File: config.mk
export PLATFORM = sky130hd
export DESIGN_NAME = heap_segment_allocator
export DESIGN_NICKNAME = d
export VERILOG_FILES = /design/src/hw/rtl/hsa_pkg.sv /design/src/hw/rtl/hsa_table.sv /design/src/hw/rtl/hsa_blk_eval.sv /design/src/hw/rtl/heap_segment_allocator.sv
export SDC_FILE = /design/constraint.sdc
export NUM_CORES = 2
export LEC_CHECK = 0
export BUFFER_PORTS_ARGS = -buffer_cell sky130_fd_sc_hd__buf_4
export CAP_MARGIN = 5
export CORE_MARGIN = 2
export CORE_UTILIZATION = 48
export CTS_CLUSTER_SIZE = 30
export DETAILED_ROUTE_END_ITERATION = 10
export PLACE_DENSITY = 0.7
export SLEW_MARGIN = 40
export SYNTH_ARGS = -nofsm -noshare
export SYNTH_HDL_FRONTEND = slang
export SYNTH_HIERARCHICAL = 1
export SYNTH_SLANG_ARGS = --single-unit
File: constraint.sdc
create_clock -name clk -period 10.9 [get_ports clk]
set_input_delay 0 -clock clk [delete_from_list [all_inputs] [get_ports clk]]
set_output_delay 0 -clock clk [all_outputs]
set_load 0.005 [all_outputs]
File: src/hw/rtl/hsa_pkg.sv
// ----------------------------------------------------------------------------
// hsa_pkg
// types and constants shared by the heap segment allocator modules
// ----------------------------------------------------------------------------
package hsa_pkg;

  localparam int ADDR_W = 17;

  // reset values of the configuration registers
  localparam int RST_HEAP_BYTES  = 65536;
  localparam int RST_SMALL_LIMIT = 64;
  localparam int RST_LARGE_LIMIT = 256;

  // sizes are kept in multiples of the grain; a split needs header plus min payload
  localparam int GRAIN     = 8;
  localparam int SPLIT_MIN = 8;

  typedef enum logic [1:0] {
    REG_HEAP_BYTES  = 2'd0,
    REG_SMALL_LIMIT = 2'd1,
    REG_LARGE_LIMIT = 2'd2,
    REG_NONE        = 2'd3
  } reg_idx_t;

  typedef enum logic [1:0] {
    FN_ALLOC   = 2'd0,
    FN_FREE    = 2'd1,
    FN_REALLOC = 2'd2,
    FN_REINIT  = 2'd3
  } func_t;

  typedef enum logic [1:0] {
    ST_OK      = 2'd0,
    ST_NOFIT   = 2'd1,
    ST_BADADDR = 2'd2,
    ST_NOINIT  = 2'd3
  } status_t;

  typedef enum logic [1:0] {
    FIT_FIRST,
    FIT_BEST,
    FIT_NEXT
  } policy_t;

  typedef enum logic [3:0] {
    S_CLEAR,
    S_IDLE,
    S_REINIT,
    S_SCAN,
    S_DECIDE,
    S_SHIFT_RD,
    S_SHIFT_WR,
    S_SPLIT_WR,
    S_MARK1,
    S_MARK2,
    S_MERGE,
    S_TOTAL,
    S_OUT
  } hsa_state_t;

  // one row of the block table
  typedef struct packed {
    logic [ADDR_W-1:0] start;
    logic              free;
  } entry_t;

  // what the evaluation unit says about one block
  typedef struct packed {
    logic [ADDR_W-1:0] size;
    logic [ADDR_W:0]   pay;
    logic              fits;
    logic              ge_r;
  } blk_info_t;

endpackage

File: src/hw/rtl/hsa_table.sv
// ----------------------------------------------------------------------------
// hsa_table
// block table memory, one write port and one registered read port
// ----------------------------------------------------------------------------
module hsa_table import hsa_pkg::*; #(
  parameter int DEPTH = 64,
  parameter int IW    = 6
) (
  input  logic          clk,
  input  logic          we,
  input  logic [IW-1:0] waddr,
  input  entry_t        wdata,
  input  logic [IW-1:0] raddr,
  output entry_t        rdata
);

  entry_t mem [DEPTH];

  always_ff @(posedge clk) begin
    if (we) begin
      mem[waddr] <= wdata;
    end
  end

  always_ff @(posedge clk) begin
    rdata <= mem[raddr];
  end

endmodule

File: src/hw/rtl/hsa_blk_eval.sv
// ----------------------------------------------------------------------------
// hsa_blk_eval
// shared block unit: payload size, fit test and rover position of one block
// ----------------------------------------------------------------------------
module hsa_blk_eval import hsa_pkg::*; #(
  parameter int HEADER_BYTES = 24
) (
  input  entry_t            cur,
  input  logic [ADDR_W-1:0] next_start,
  input  logic              last,
  input  logic [ADDR_W-1:0] rover,
  input  logic [ADDR_W:0]   rsize,
  output blk_info_t         info
);

  localparam logic [ADDR_W:0] HDR = (ADDR_W+1)'(HEADER_BYTES);

  logic [ADDR_W:0] lo;
  logic [ADDR_W:0] hi;

  always_comb begin
    lo        = {1'b0, cur.start} + HDR;
    hi        = {1'b0, next_start};
    info.pay  = lo;
    info.size = (hi > lo) ? ADDR_W'(hi - lo) : '0;
    info.fits = cur.free && ({1'b0, info.size} >= rsize);
    info.ge_r = last || (next_start > rover);
  end

endmodule

File: src/hw/rtl/heap_segment_allocator.sv
// ----------------------------------------------------------------------------
// heap_segment_allocator
// heap metadata manager over an address-ordered block table, one sequencer
// ----------------------------------------------------------------------------
// one item at a time: table walks of one entry per cycle through the read port
// alloc without split: search walk, decision, a mark write, totals walk and response;
// a split adds a read and a write per entry shifted plus the split write, free adds
// a compaction pass over the table; cmd_ready is high only when idle
// rst clears control and loads register defaults, then the clear state writes
// table entry 0 before the first command beat is taken
module heap_segment_allocator import hsa_pkg::*; #(
  parameter int MAX_BLOCKS   = 64,
  parameter int HEAP_BYTES   = 65536,
  parameter int HEADER_BYTES = 24
) (
  input  logic        clk,
  input  logic        rst,
  // configuration port
  input  logic        psel,
  input  logic        penable,
  input  logic        pwrite,
  input  logic [3:0]  paddr,
  input  logic [31:0] pwdata,
  output logic [31:0] prdata,
  output logic        pready,
  // command channel
  input  logic        cmd_valid,
  output logic        cmd_ready,
  input  logic [1:0]  func,
  input  logic [16:0] req_size,
  input  logic [16:0] payload_addr,
  // response channel
  output logic        rsp_valid,
  input  logic        rsp_ready,
  output logic [1:0]  status,
  output logic [16:0] result_addr,
  output logic [16:0] used_bytes,
  output logic [16:0] free_bytes
);

  localparam int IW = $clog2(MAX_BLOCKS);
  localparam int CW = $clog2(MAX_BLOCKS + 1);
  localparam int SW = $clog2(MAX_BLOCKS + 2);

  localparam logic [CW-1:0]   CNT_MAX  = CW'(MAX_BLOCKS);
  localparam logic [ADDR_W:0] HDR      = (ADDR_W+1)'(HEADER_BYTES);
  localparam logic [ADDR_W:0] HEAP_CAP = (HEAP_BYTES > 131071) ? 18'd131071
                                                               : 18'(HEAP_BYTES);
  localparam logic [ADDR_W-1:0] RST_LEN = (RST_HEAP_BYTES < HEAP_BYTES)
                                          ? ADDR_W'(RST_HEAP_BYTES)
                                          : ADDR_W'(HEAP_BYTES);
  localparam logic [CW-1:0] RST_CNT = (RST_HEAP_BYTES > HEADER_BYTES &&
                                       HEAP_BYTES > HEADER_BYTES) ? CW'(1) : CW'(0);

  // configuration registers
  logic [ADDR_W-1:0] heap_bytes;
  logic [ADDR_W-1:0] small_limit;
  logic [ADDR_W-1:0] large_limit;
  logic              cfg_we;
  reg_idx_t          cfg_idx;

  // sequencer and table state
  hsa_state_t        state;
  hsa_state_t        state_next;
  logic [CW-1:0]     cnt;
  logic [ADDR_W-1:0] rover;
  logic [ADDR_W-1:0] heap_len;
  logic [SW-1:0]     c;
  entry_t            prev;

  // latched command
  func_t             op_func;
  logic [ADDR_W-1:0] op_req;
  logic [ADDR_W-1:0] op_paddr;
  logic              op_alloc;
  logic [ADDR_W:0]   rsize;
  policy_t           policy;

  // search trackers: find, primary candidate, wrapped next-fit candidate
  logic              f_v;
  logic [IW-1:0]     f_idx;
  logic [ADDR_W-1:0] f_size;
  logic              a_v;
  logic [IW-1:0]     a_idx;
  logic [ADDR_W-1:0] a_start;
  logic [ADDR_W-1:0] a_size;
  logic [ADDR_W-1:0] a_nxt;
  logic              b_v;
  logic [IW-1:0]     b_idx;
  logic [ADDR_W-1:0] b_start;
  logic [ADDR_W-1:0] b_size;
  logic [ADDR_W-1:0] b_nxt;

  // plan set up at decision time
  logic [IW-1:0]     sp_idx;
  logic [ADDR_W-1:0] sp_start;
  logic [SW-1:0]     sj;
  logic [IW-1:0]     m1_idx;
  logic [ADDR_W-1:0] m1_start;
  logic              m1_free;
  logic              m2_v;
  logic [IW-1:0]     m2_idx;
  logic [ADDR_W-1:0] m2_start;
  logic              mg;
  logic [CW-1:0]     wptr;
  logic              lkf;

  // result
  status_t           st;
  logic [ADDR_W-1:0] raddr_res;
  logic [ADDR_W-1:0] ub;
  logic [ADDR_W-1:0] fb;

  // table port
  logic              mem_we;
  logic [IW-1:0]     mem_waddr;
  entry_t            mem_wdata;
  logic [IW-1:0]     mem_raddr;
  entry_t            rdata;

  // ---------------------------------------------------------------------------
  // configuration port, register i at byte 4*i
  // ---------------------------------------------------------------------------
  assign pready  = 1'b1;
  assign cfg_we  = psel && penable && pwrite;
  assign cfg_idx = reg_idx_t'(paddr[3:2]);

  always_ff @(posedge clk) begin
    if (rst) begin
      heap_bytes  <= ADDR_W'(RST_HEAP_BYTES);
      small_limit <= ADDR_W'(RST_SMALL_LIMIT);
      large_limit <= ADDR_W'(RST_LARGE_LIMIT);
    end else if (cfg_we) begin
      case (cfg_idx)
        REG_HEAP_BYTES:  heap_bytes  <= pwdata[ADDR_W-1:0];
        REG_SMALL_LIMIT: small_limit <= pwdata[ADDR_W-1:0];
        REG_LARGE_LIMIT: large_limit <= pwdata[ADDR_W-1:0];
        default: ;
      endcase
    end
  end

  always_comb begin
    case (cfg_idx)
      REG_HEAP_BYTES:  prdata = {15'b0, heap_bytes};
      REG_SMALL_LIMIT: prdata = {15'b0, small_limit};
      REG_LARGE_LIMIT: prdata = {15'b0, large_limit};
      default:         prdata = '0;
    endcase
  end

  // ---------------------------------------------------------------------------
  // command decode at accept
  // ---------------------------------------------------------------------------
  logic              cmd_acc;
  func_t             in_func;
  logic [ADDR_W:0]   in_rsize;
  logic              in_alloc;
  policy_t           in_policy;
  logic [ADDR_W-1:0] hl_cfg;
  logic              hl_fits;

  assign cmd_ready = (state == S_IDLE);
  assign cmd_acc   = cmd_valid && cmd_ready;
  assign in_func   = func_t'(func);
  // round up to the 8-byte grain
  assign in_rsize  = ({1'b0, req_size} + (ADDR_W+1)'(GRAIN - 1)) &
                     ~((ADDR_W+1)'(GRAIN - 1));
  assign in_alloc  = (in_func == FN_ALLOC) ||
                     (in_func == FN_REALLOC && payload_addr == '0);

  always_comb begin
    if (in_rsize < {1'b0, small_limit}) begin
      in_policy = FIT_FIRST;
    end else if (in_rsize > {1'b0, large_limit}) begin
      in_policy = FIT_BEST;
    end else begin
      in_policy = FIT_NEXT;
    end
  end

  // heap length clamped to the build size
  assign hl_cfg  = ({1'b0, heap_bytes} < HEAP_CAP) ? heap_bytes : HEAP_CAP[ADDR_W-1:0];
  assign hl_fits = {1'b0, hl_cfg} > HDR;

  // ---------------------------------------------------------------------------
  // table walk: cycle c reads entry c, block c-2 is evaluated from the
  // previous entry and the start of the one just read
  // ---------------------------------------------------------------------------
  logic [SW-1:0]     cnt_s;
  logic              scan_end;
  logic              ev_on;
  logic [IW-1:0]     b_cur;
  logic [ADDR_W-1:0] nxt_start;
  blk_info_t         info;
  logic [ADDR_W-1:0] acc_sum;

  assign cnt_s     = SW'(cnt);
  assign scan_end  = (c == cnt_s + SW'(1));
  assign ev_on     = (c > SW'(1));
  assign b_cur     = IW'(c - SW'(2));
  assign nxt_start = scan_end ? heap_len : rdata.start;

  hsa_blk_eval #(
    .HEADER_BYTES (HEADER_BYTES)
  ) u_eval (
    .cur        (prev),
    .next_start (nxt_start),
    .last       (scan_end),
    .rover      (rover),
    .rsize      (rsize),
    .info       (info)
  );

  // single adder for the totals, steered by the free mark
  assign acc_sum = (prev.free ? fb : ub) + info.size;

  // compaction: a free entry right after a kept free entry is dropped
  logic merge_keep;
  logic merge_on;
  logic merge_end;

  assign merge_keep = !(rdata.free && lkf);
  assign merge_on   = (c != '0);
  assign merge_end  = (c == cnt_s);

  // ---------------------------------------------------------------------------
  // decision after the search walk
  // ---------------------------------------------------------------------------
  logic              h_v;
  logic [IW-1:0]     h_idx;
  logic [ADDR_W-1:0] h_start;
  logic [ADDR_W-1:0] h_size;
  logic [ADDR_W-1:0] h_nxt;
  logic [ADDR_W-1:0] f_start;
  logic              free_path;
  logic              shrink;
  logic              grow;
  logic              commit;
  logic [ADDR_W-1:0] sz_sel;
  logic              split_ok;
  status_t           dec_st;
  logic [ADDR_W-1:0] dec_raddr;

  always_comb begin
    // next fit wraps to the first hit when nothing at or after the rover fits
    if (policy == FIT_NEXT && !a_v) begin
      h_v = b_v; h_idx = b_idx; h_start = b_start; h_size = b_size; h_nxt = b_nxt;
    end else begin
      h_v = a_v; h_idx = a_idx; h_start = a_start; h_size = a_size; h_nxt = a_nxt;
    end
    f_start   = ADDR_W'({1'b0, op_paddr} - HDR);
    free_path = !op_alloc && f_v && (op_func == FN_FREE || op_req == '0);
    shrink    = !op_alloc && f_v && !free_path && (f_size >= op_req);
    grow      = !op_alloc && f_v && !free_path && !shrink;
    commit    = h_v && (op_alloc || grow);
    sz_sel    = shrink ? f_size : h_size;
    split_ok  = (shrink || commit) && (cnt < CNT_MAX) &&
                ({1'b0, sz_sel} >= rsize + HDR + (ADDR_W+1)'(SPLIT_MIN));
    if (op_alloc) begin
      dec_st = h_v ? ST_OK : ST_NOFIT;
    end else if (!f_v) begin
      dec_st = ST_BADADDR;
    end else if (free_path || shrink) begin
      dec_st = ST_OK;
    end else begin
      dec_st = h_v ? ST_OK : ST_NOFIT;
    end
    if (commit) begin
      dec_raddr = ADDR_W'({1'b0, h_start} + HDR);
    end else if (shrink) begin
      dec_raddr = op_paddr;
    end else begin
      dec_raddr = '0;
    end
  end

  // ---------------------------------------------------------------------------
  // sequencer: next state and table port
  // ---------------------------------------------------------------------------
  always_ff @(posedge clk) begin
    if (rst) begin
      state <= S_CLEAR;
    end else begin
      state <= state_next;
    end
  end

  always_comb begin
    state_next = state;
    mem_we     = 1'b0;
    mem_waddr  = '0;
    mem_wdata  = '{start: '0, free: 1'b1};
    mem_raddr  = c[IW-1:0];
    case (state)
      S_CLEAR: begin
        mem_we     = 1'b1;
        state_next = S_IDLE;
      end
      S_IDLE: begin
        if (cmd_acc) begin
          if (in_func == FN_REINIT) begin
            state_next = S_REINIT;
          end else if (cnt == '0) begin
            state_next = S_TOTAL;
          end else if (in_alloc) begin
            state_next = (in_rsize == '0) ? S_TOTAL : S_SCAN;
          end else if (payload_addr == '0) begin
            state_next = S_TOTAL;
          end else begin
            state_next = S_SCAN;
          end
        end
      end
      S_REINIT: begin
        mem_we     = 1'b1;
        state_next = S_TOTAL;
      end
      S_SCAN: begin
        if (scan_end) begin
          state_next = S_DECIDE;
        end
      end
      S_DECIDE: begin
        if (commit || shrink) begin
          state_next = split_ok ? S_SHIFT_RD : S_MARK1;
        end else if (free_path) begin
          state_next = S_MARK1;
        end else begin
          state_next = S_TOTAL;
        end
      end
      S_SHIFT_RD: begin
        mem_raddr = IW'(sj - SW'(1));
        if (sj >= SW'(sp_idx) + SW'(2)) begin
          state_next = S_SHIFT_WR;
        end else begin
          state_next = S_SPLIT_WR;
        end
      end
      S_SHIFT_WR: begin
        mem_we     = 1'b1;
        mem_waddr  = sj[IW-1:0];
        mem_wdata  = rdata;
        state_next = S_SHIFT_RD;
      end
      S_SPLIT_WR: begin
        mem_we     = 1'b1;
        mem_waddr  = sp_idx + IW'(1);
        mem_wdata  = '{start: ADDR_W'({1'b0, sp_start} + HDR + rsize), free: 1'b1};
        state_next = S_MARK1;
      end
      S_MARK1: begin
        mem_we     = 1'b1;
        mem_waddr  = m1_idx;
        mem_wdata  = '{start: m1_start, free: m1_free};
        if (m2_v) begin
          state_next = S_MARK2;
        end else if (mg) begin
          state_next = S_MERGE;
        end else begin
          state_next = S_TOTAL;
        end
      end
      S_MARK2: begin
        mem_we     = 1'b1;
        mem_waddr  = m2_idx;
        mem_wdata  = '{start: m2_start, free: 1'b1};
        state_next = S_MERGE;
      end
      S_MERGE: begin
        mem_we    = merge_on && merge_keep;
        mem_waddr = wptr[IW-1:0];
        mem_wdata = rdata;
        if (merge_end) begin
          state_next = S_TOTAL;
        end
      end
      S_TOTAL: begin
        if (scan_end) begin
          state_next = S_OUT;
        end
      end
      S_OUT: begin
        if (!rsp_valid || rsp_ready) begin
          state_next = S_IDLE;
        end
      end
      default: state_next = S_IDLE;
    endcase
  end

  hsa_table #(
    .DEPTH (MAX_BLOCKS),
    .IW    (IW)
  ) u_table (
    .clk   (clk),
    .we    (mem_we),
    .waddr (mem_waddr),
    .wdata (mem_wdata),
    .raddr (mem_raddr),
    .rdata (rdata)
  );

  // ---------------------------------------------------------------------------
  // datapath registers
  // ---------------------------------------------------------------------------
  always_ff @(posedge clk) begin
    if (rst) begin
      cnt      <= RST_CNT;
      rover    <= '0;
      heap_len <= RST_LEN;
      c        <= '0;
    end else begin
      // walk counter restarts on every state change
      if (state_next != state) begin
        c <= '0;
      end else begin
        c <= c + SW'(1);
      end
      case (state)
        S_REINIT: begin
          heap_len <= hl_cfg;
          cnt      <= hl_fits ? CW'(1) : CW'(0);
          rover    <= '0;
        end
        S_DECIDE: begin
          if (commit && policy == FIT_NEXT) begin
            rover <= h_nxt;
          end
        end
        S_SPLIT_WR: begin
          cnt <= cnt + CW'(1);
        end
        S_MERGE: begin
          if (merge_end) begin
            cnt <= wptr + CW'(merge_keep);
          end
        end
        default: ;
      endcase
    end
  end

  always_ff @(posedge clk) begin
    prev <= rdata;
    // totals start from zero on entry to the totals walk
    if (state_next == S_TOTAL && state != S_TOTAL) begin
      ub <= '0;
      fb <= '0;
    end
    // compaction pointers start from zero on entry to the merge pass
    if (state_next == S_MERGE && state != S_MERGE) begin
      wptr <= '0;
      lkf  <= 1'b0;
    end
    case (state)
      S_IDLE: begin
        op_func   <= in_func;
        op_req    <= req_size;
        op_paddr  <= payload_addr;
        op_alloc  <= in_alloc;
        rsize     <= in_rsize;
        policy    <= in_policy;
        f_v       <= 1'b0;
        a_v       <= 1'b0;
        b_v       <= 1'b0;
        raddr_res <= '0;
        st        <= (cnt == '0 && in_func != FN_REINIT) ? ST_NOINIT : ST_OK;
      end
      S_REINIT: begin
        st <= hl_fits ? ST_OK : ST_NOINIT;
      end
      S_SCAN: begin
        if (ev_on) begin
          if (!f_v && !prev.free && info.pay == {1'b0, op_paddr}) begin
            f_v    <= 1'b1;
            f_idx  <= b_cur;
            f_size <= info.size;
          end
          if (info.fits) begin
            if ((policy == FIT_FIRST && !a_v) ||
                (policy == FIT_BEST && (!a_v || info.size < a_size)) ||
                (policy == FIT_NEXT && info.ge_r && !a_v)) begin
              a_v     <= 1'b1;
              a_idx   <= b_cur;
              a_start <= prev.start;
              a_size  <= info.size;
              a_nxt   <= scan_end ? '0 : rdata.start;
            end
            if (policy == FIT_NEXT && !b_v) begin
              b_v     <= 1'b1;
              b_idx   <= b_cur;
              b_start <= prev.start;
              b_size  <= info.size;
              b_nxt   <= scan_end ? '0 : rdata.start;
            end
          end
        end
      end
      S_DECIDE: begin
        st        <= dec_st;
        raddr_res <= dec_raddr;
        sp_idx    <= shrink ? f_idx : h_idx;
        sp_start  <= shrink ? f_start : h_start;
        sj        <= cnt_s;
        m1_idx    <= commit ? h_idx : f_idx;
        m1_start  <= commit ? h_start : f_start;
        m1_free   <= free_path;
        m2_v      <= grow && h_v;
        m2_idx    <= f_idx + IW'(split_ok && (h_idx < f_idx));
        m2_start  <= f_start;
        mg        <= free_path || (grow && h_v);
      end
      S_SHIFT_WR: begin
        sj <= sj - SW'(1);
      end
      S_MERGE: begin
        if (merge_on && merge_keep) begin
          wptr <= wptr + CW'(1);
          lkf  <= rdata.free;
        end
      end
      S_TOTAL: begin
        if (ev_on) begin
          if (prev.free) begin
            fb <= acc_sum;
          end else begin
            ub <= acc_sum;
          end
        end
      end
      default: ;
    endcase
  end

  // ---------------------------------------------------------------------------
  // response register, loaded when the previous beat has gone
  // ---------------------------------------------------------------------------
  always_ff @(posedge clk) begin
    if (rst) begin
      rsp_valid <= 1'b0;
    end else if (state == S_OUT && (!rsp_valid || rsp_ready)) begin
      rsp_valid <= 1'b1;
    end else if (rsp_ready) begin
      rsp_valid <= 1'b0;
    end
  end

  always_ff @(posedge clk) begin
    if (state == S_OUT && (!rsp_valid || rsp_ready)) begin
      status      <= st;
      result_addr <= raddr_res;
      used_bytes  <= ub;
      free_bytes  <= fb;
    end
  end

endmodule

After elaboration in Yosys (flattened, before gate mapping)
Memories as Yosys holds them, arrays and structs flattened. A register that Yosys moved wholly into a read port is not among the register bits.
Cells that the tools add are included.
- bits in latches: 0
- word-level logic and storage cells: 282
- memories kept: 1
- memory bits (read-only): 0
- register bits after elaboration: 509
- output and inout port bits: 88
- bits in writable memories: 1152
- memories (name ; words ; width ; rd ports ; clocked after memory_dff ; write ports ; line ; source):
    u_table.mem ; 64 ; 18 ; 1 ; 1 ; 1 ; hsa_table.sv:17 ; entry_t mem [DEPTH];
- reduce and logical (&&, ||, !) cells: 80
- eq/ne operators: 35
- add/sub/neg operators: 19
- $lt $le $gt $ge: 14
- bitwise gates (word level): 0
- $mul: 0
- div/mod/pow operators: 0
- shifts and indexed selects: 0
- mux-type cells: 83
- operators with widths (operator ; count):
    $mux 17 ; 22
    $pmux 18 s4 ; 1
    $pmux 17 s2 ; 2
    $pmux 17 s3 ; 1
    $mux 4 ; 12
    $pmux 4 s12 ; 1
    $ge 17x18->1 ; 2
    $add 17x17->17 ; 2
    $add 17x5->17 const B ; 2
    $logic_not 17->1 ; 2
    $logic_and 1x1->1 ; 30
    $pmux 6 s5 ; 1
    $eq 4x4->1 const B ; 7
    $mux 7 ; 4
    $mux 6 ; 4
    $add 7x1->7 const B ; 3
    $mux 1 ; 21
    $pmux 7 s3 ; 1
    $add 17x3->18 const B ; 1
    $add 17x5->18 const B ; 1
    $add 18x4->18 const B ; 1
    $add 18x5->18 const B ; 1
    $eq 18x17->1 ; 1
    $gt 17x18->1 ; 1
    other kinds (46) ; 107

Depth between registers and ports, before layout
- word-level depth: 22
- depth in mapped cells: 31
- depth with buffers taken out: 30

Cells and area by module
Netlist, hierarchy kept.
- by module, submodules not included (module ; times used ; area each (um^2) ; cells an instance ; sequential area each (um^2)):
    hsa_table ; 1 ; 44958.1 ; 2069 ; 34953.5
    heap_segment_allocator ; 1 ; 25385.6 ; 2381 ; 13553.0
    hsa_blk_eval ; 1 ; 2168.3 ; 296 ; 0.0

Worst setup path before layout
Ideal clock, no wire load.
- path type: reg2reg
- from: register cnt[0]
- to: register a_idx[0] (enable)
- setup slack: 2631 ps
- setup time: 472 ps
- data arrival time: 7797 ps
- cell stages (with the launch flop): 32
- period minus slack after synthesis: 8269 ps
- path buffers: 1
- path through: dfxtp_1 -> inv_1 -> ha_1 -> xnor2_1 -> nand2_1 -> nand4b_1 -> or3_1 -> clkbuf_1 -> and2_1 -> a21o_1 -> inv_1 -> ha_1 -> inv_1 -> fa_1 -> a21o_1 -> a221o_2 -> a311oi_4 -> or4_4 -> nand2_1 -> and3_1 -> ha_1 -> nand4_1 -> nor2_1 -> a211oi_1 -> o211ai_1 -> a31oi_1 -> nor3_1 -> nand2_1 -> a21oi_1 -> o41a_1 -> a31oi_1 -> nor2_1
- RTL lines (item ; line ; source):
    start: declaration ; heap_segment_allocator.sv:65 ; logic [CW-1:0] cnt;
    start signal: assignment ; heap_segment_allocator.sv:424 ; cnt <= hl_fits ? CW'(1) : CW'(0);
    start signal: assignment ; heap_segment_allocator.sv:433 ; cnt <= cnt + CW'(1);
    start signal: assignment ; heap_segment_allocator.sv:437 ; cnt <= wptr + CW'(merge_keep);
    end signal: assignment ; heap_segment_allocator.sv:486 ; a_idx <= b_cur;
    end: declaration ; heap_segment_allocator.sv:84 ; logic [IW-1:0] a_idx;

==> out/summary.txt <==
status -> complete, no violations
vias in the first global route -> 41900
starting density of the core -> 0.484
Clock power frac -> 0.351
commonest non-fill, non-tap cell in the layout -> edfxtp_1
routed wire length -> 183000 um
first-pass GRT wire length -> 270000 um
nets@finish -> 5349
CP required -> 11.34 ns
Slew @ Worst Pin -> 0.851 ns
Seq/Total Area, Yosys -> 0.669
Slew headroom -> 0.416
fin crit share -> 0.765
post-route ant nets -> 0
Comb power frac -> 0.192
fmax -> 120 MHz
Syn Inst Count -> 4746
core area -> 150000 um^2
Die Y -> 393 um
Yosys top cell area share -> 0.619
Pwr per Cell Area -> 200 nW/um^2
Hold Fails Final Rpt -> 0
RSZ-0062 raised after global routing -> false
FFs w/ async S/R, synth -> 0
Post-Syn Area per Cell -> 15.3 um^2
Fin Hold WS -> 0.0473 ns
clk slew on worst S/H paths -> 0.06 ns
worst-path maximum fanout -> 33
CTS tree -> yes
pin count of the biggest net entering global routing -> 101
slowest CP cell -> nor2_4
Synth area leaders -> edfxtp_1 (62%), mux4_2 (7.1%), dfxtp_1 (5.0%)
DRC -> 0
vias per inst -> 5.96
final setup skew -> 0.0371 ns
Pleak -> 28.1 nW
commonest cells after routing, fill and taps aside -> edfxtp_1 (1494), nand2_1 (322), buf_4 (256)
layout cells sized above 1 -> 0.184
FP Rows -> 142
Area Overhead vs Synth -> 14.5%
wire length per cell -> 25.3 um
TritonRoute pass-1 iters -> 8
Post-synth top flop -> edfxtp_1
met3 Usage GRT -> 0.0355
Worst VDD drop -> 0.153 mV
chip width -> 393 um
busiest layer in global routing -> met2
Ys Warns -> 6
Post-Route Setup TNS -> 0 ns
max cap viols -> 0
Largest register FFs -> 1152
GR Util All Layers -> 0.236
Setup WS post-layout -> 2.56 ns
largest registers -> u_table/mem (1152), prev (18), u_table/rdata (18)
vias -> 43100
CTS buffer count -> 167
Worst path max stage delay -> 0.66 ns
drt first-iter violations -> 4715
placed cell count -> 6794
grt ovf -> 0
sw power -> 4.71 mW
H-tree depth -> 4
Hold Crit Class -> in2reg
Final GP Congestion -> 0.930
clk sinks -> 1676
Worst-Skew Late Latency -> 0.82 ns
# diodes -> 0
Top reg by flops -> u_table/mem
post-route insts no fill -> 7226
dpl hpwl -> 113000 um
Setup Viol. Count Final -> 0
Distinct cells, synth -> 107
WS Path Type -> reg2reg
die area -> 154000 um^2
endpoint class of the critical path -> register
initial antenna violation count -> 5
clock buffer depth -> 3
met2 Usage GRT -> 0.375
area leader, netlist -> edfxtp_1
EDFF count, synth -> 1494
port bufs -> 133
Flop pwr share -> 0.457
# IOs -> 167
fill cell count -> 11800
Post-Syn Area -> 72500 um^2
GR Util met1 -> 0.327
P_int -> 11.9 mW
Max Slew Vio Count -> 0
Root Driver -> clkbuf_16
Sw Ratio -> 0.283
Worst setup SP type -> register
pre-CTS setup slack -> 2.63 ns
fin crit period -> 8.34 ns
Critical Path AT -> 8.78 ns
Synth Register Bits -> 1676
[layer usage]
layer | part of all wire | vias up
li1 | - | 19000
met5 | 0 | -
met4 | 0.040 | 0
met3 | 0.075 | 330
met1 | 0.41 | 21800
met2 | 0.47 | 1873
[critical path: cells and delay by family, from the launching register on]
family / cells / cell delay (ns)
AO/OA/AOI/OAI: 10 / 2.04
XOR/XNOR: 1 / 0.14
adder cells (fa/ha/maj): 4 / 1.24
buffers and inverters: 6 / 1.62
flip-flops: 1 / 0.46
AND/OR/NAND/NOR: 11 / 2.42
[synthesized netlist by cell type, drive strengths merged, types with 52 or more instances]
| cell type | count |
|---|---|
| nand3 | 81 |
| xor2 | 68 |
| nor2 | 288 |
| a21oi | 233 |
| xnor2 | 88 |
| inv | 182 |
| mux2i | 206 |
| clkbuf | 120 |
| o21ai | 130 |
| mux4 | 230 |
| edfxtp | 1494 |
| buf | 132 |
| dfxtp | 182 |
| a21o | 52 |
| nand2 | 329 |
| a22oi | 102 |
| ha | 199 |
[logic make-up after synthesis]
family	Yosys count	synth area share
AOI/OAI and AO/OA	767	0.0737
xor gates and xnor gates	156	0.0188
adders and majority gates	202	0.0352
buffers and inverters	435	0.0291
DFF	1676	0.669
muxes	460	0.104
other	2	0.000104
and+or+nand+nor	1048	0.0704
[final cells by class]
class	instances	area (um^2)	area share
Inverter	183	687	0.00827
Sequential cell	1676	48500	0.584
Clock buffer	211	4500	0.0542
Timing Repair Buffer	388	3330	0.0401
Clock inverter	100	1090	0.0131
Multi-Input combinational cell	2652	22400	0.270
Tap cell	2016	2520	0.0304
[power groups by stage]
stage	registers (mW)	logic, mW	clock network [mW]
after detailed placement	7.71	3.12	0
final	7.59	3.19	5.83
after global placement	7.71	3.06	0
after floorplan	7.59	2.29	0
after global routing	7.60	3.50	6.16
after CTS	7.58	3.17	5.91
[stage by stage]
step                instance area (um^2)  total power [mW]  utilization
floorplan                          72600              9.88            -
global placement                   76100              10.8        0.508
detailed placement                 76200              10.8        0.508
CTS                                83000              16.7        0.553
global route                       83100              17.3        0.554
finish                             83100              16.6        0.554
[final timing paths]
check             cells after the start              to    startpoint  slack (ns)
hold reg to reg                       0  result_addr[2]  raddr_res[2]        0.42
setup reg to reg                     32      a_start[9]        cnt[0]        2.56
setup / recovery                     32      a_start[9]        cnt[0]        2.56
hold / removal                        2      op_func[0]       func[0]        0.05
[repair_timing]
item / CTS / global route
endpoints found under the hold margin: 125 / 0
setup buffers: 0 / 0
gates resized for setup: 0 / 0
hold buffers: 117 / 0
Note: power is estimated with default switching activity, not from simulation.
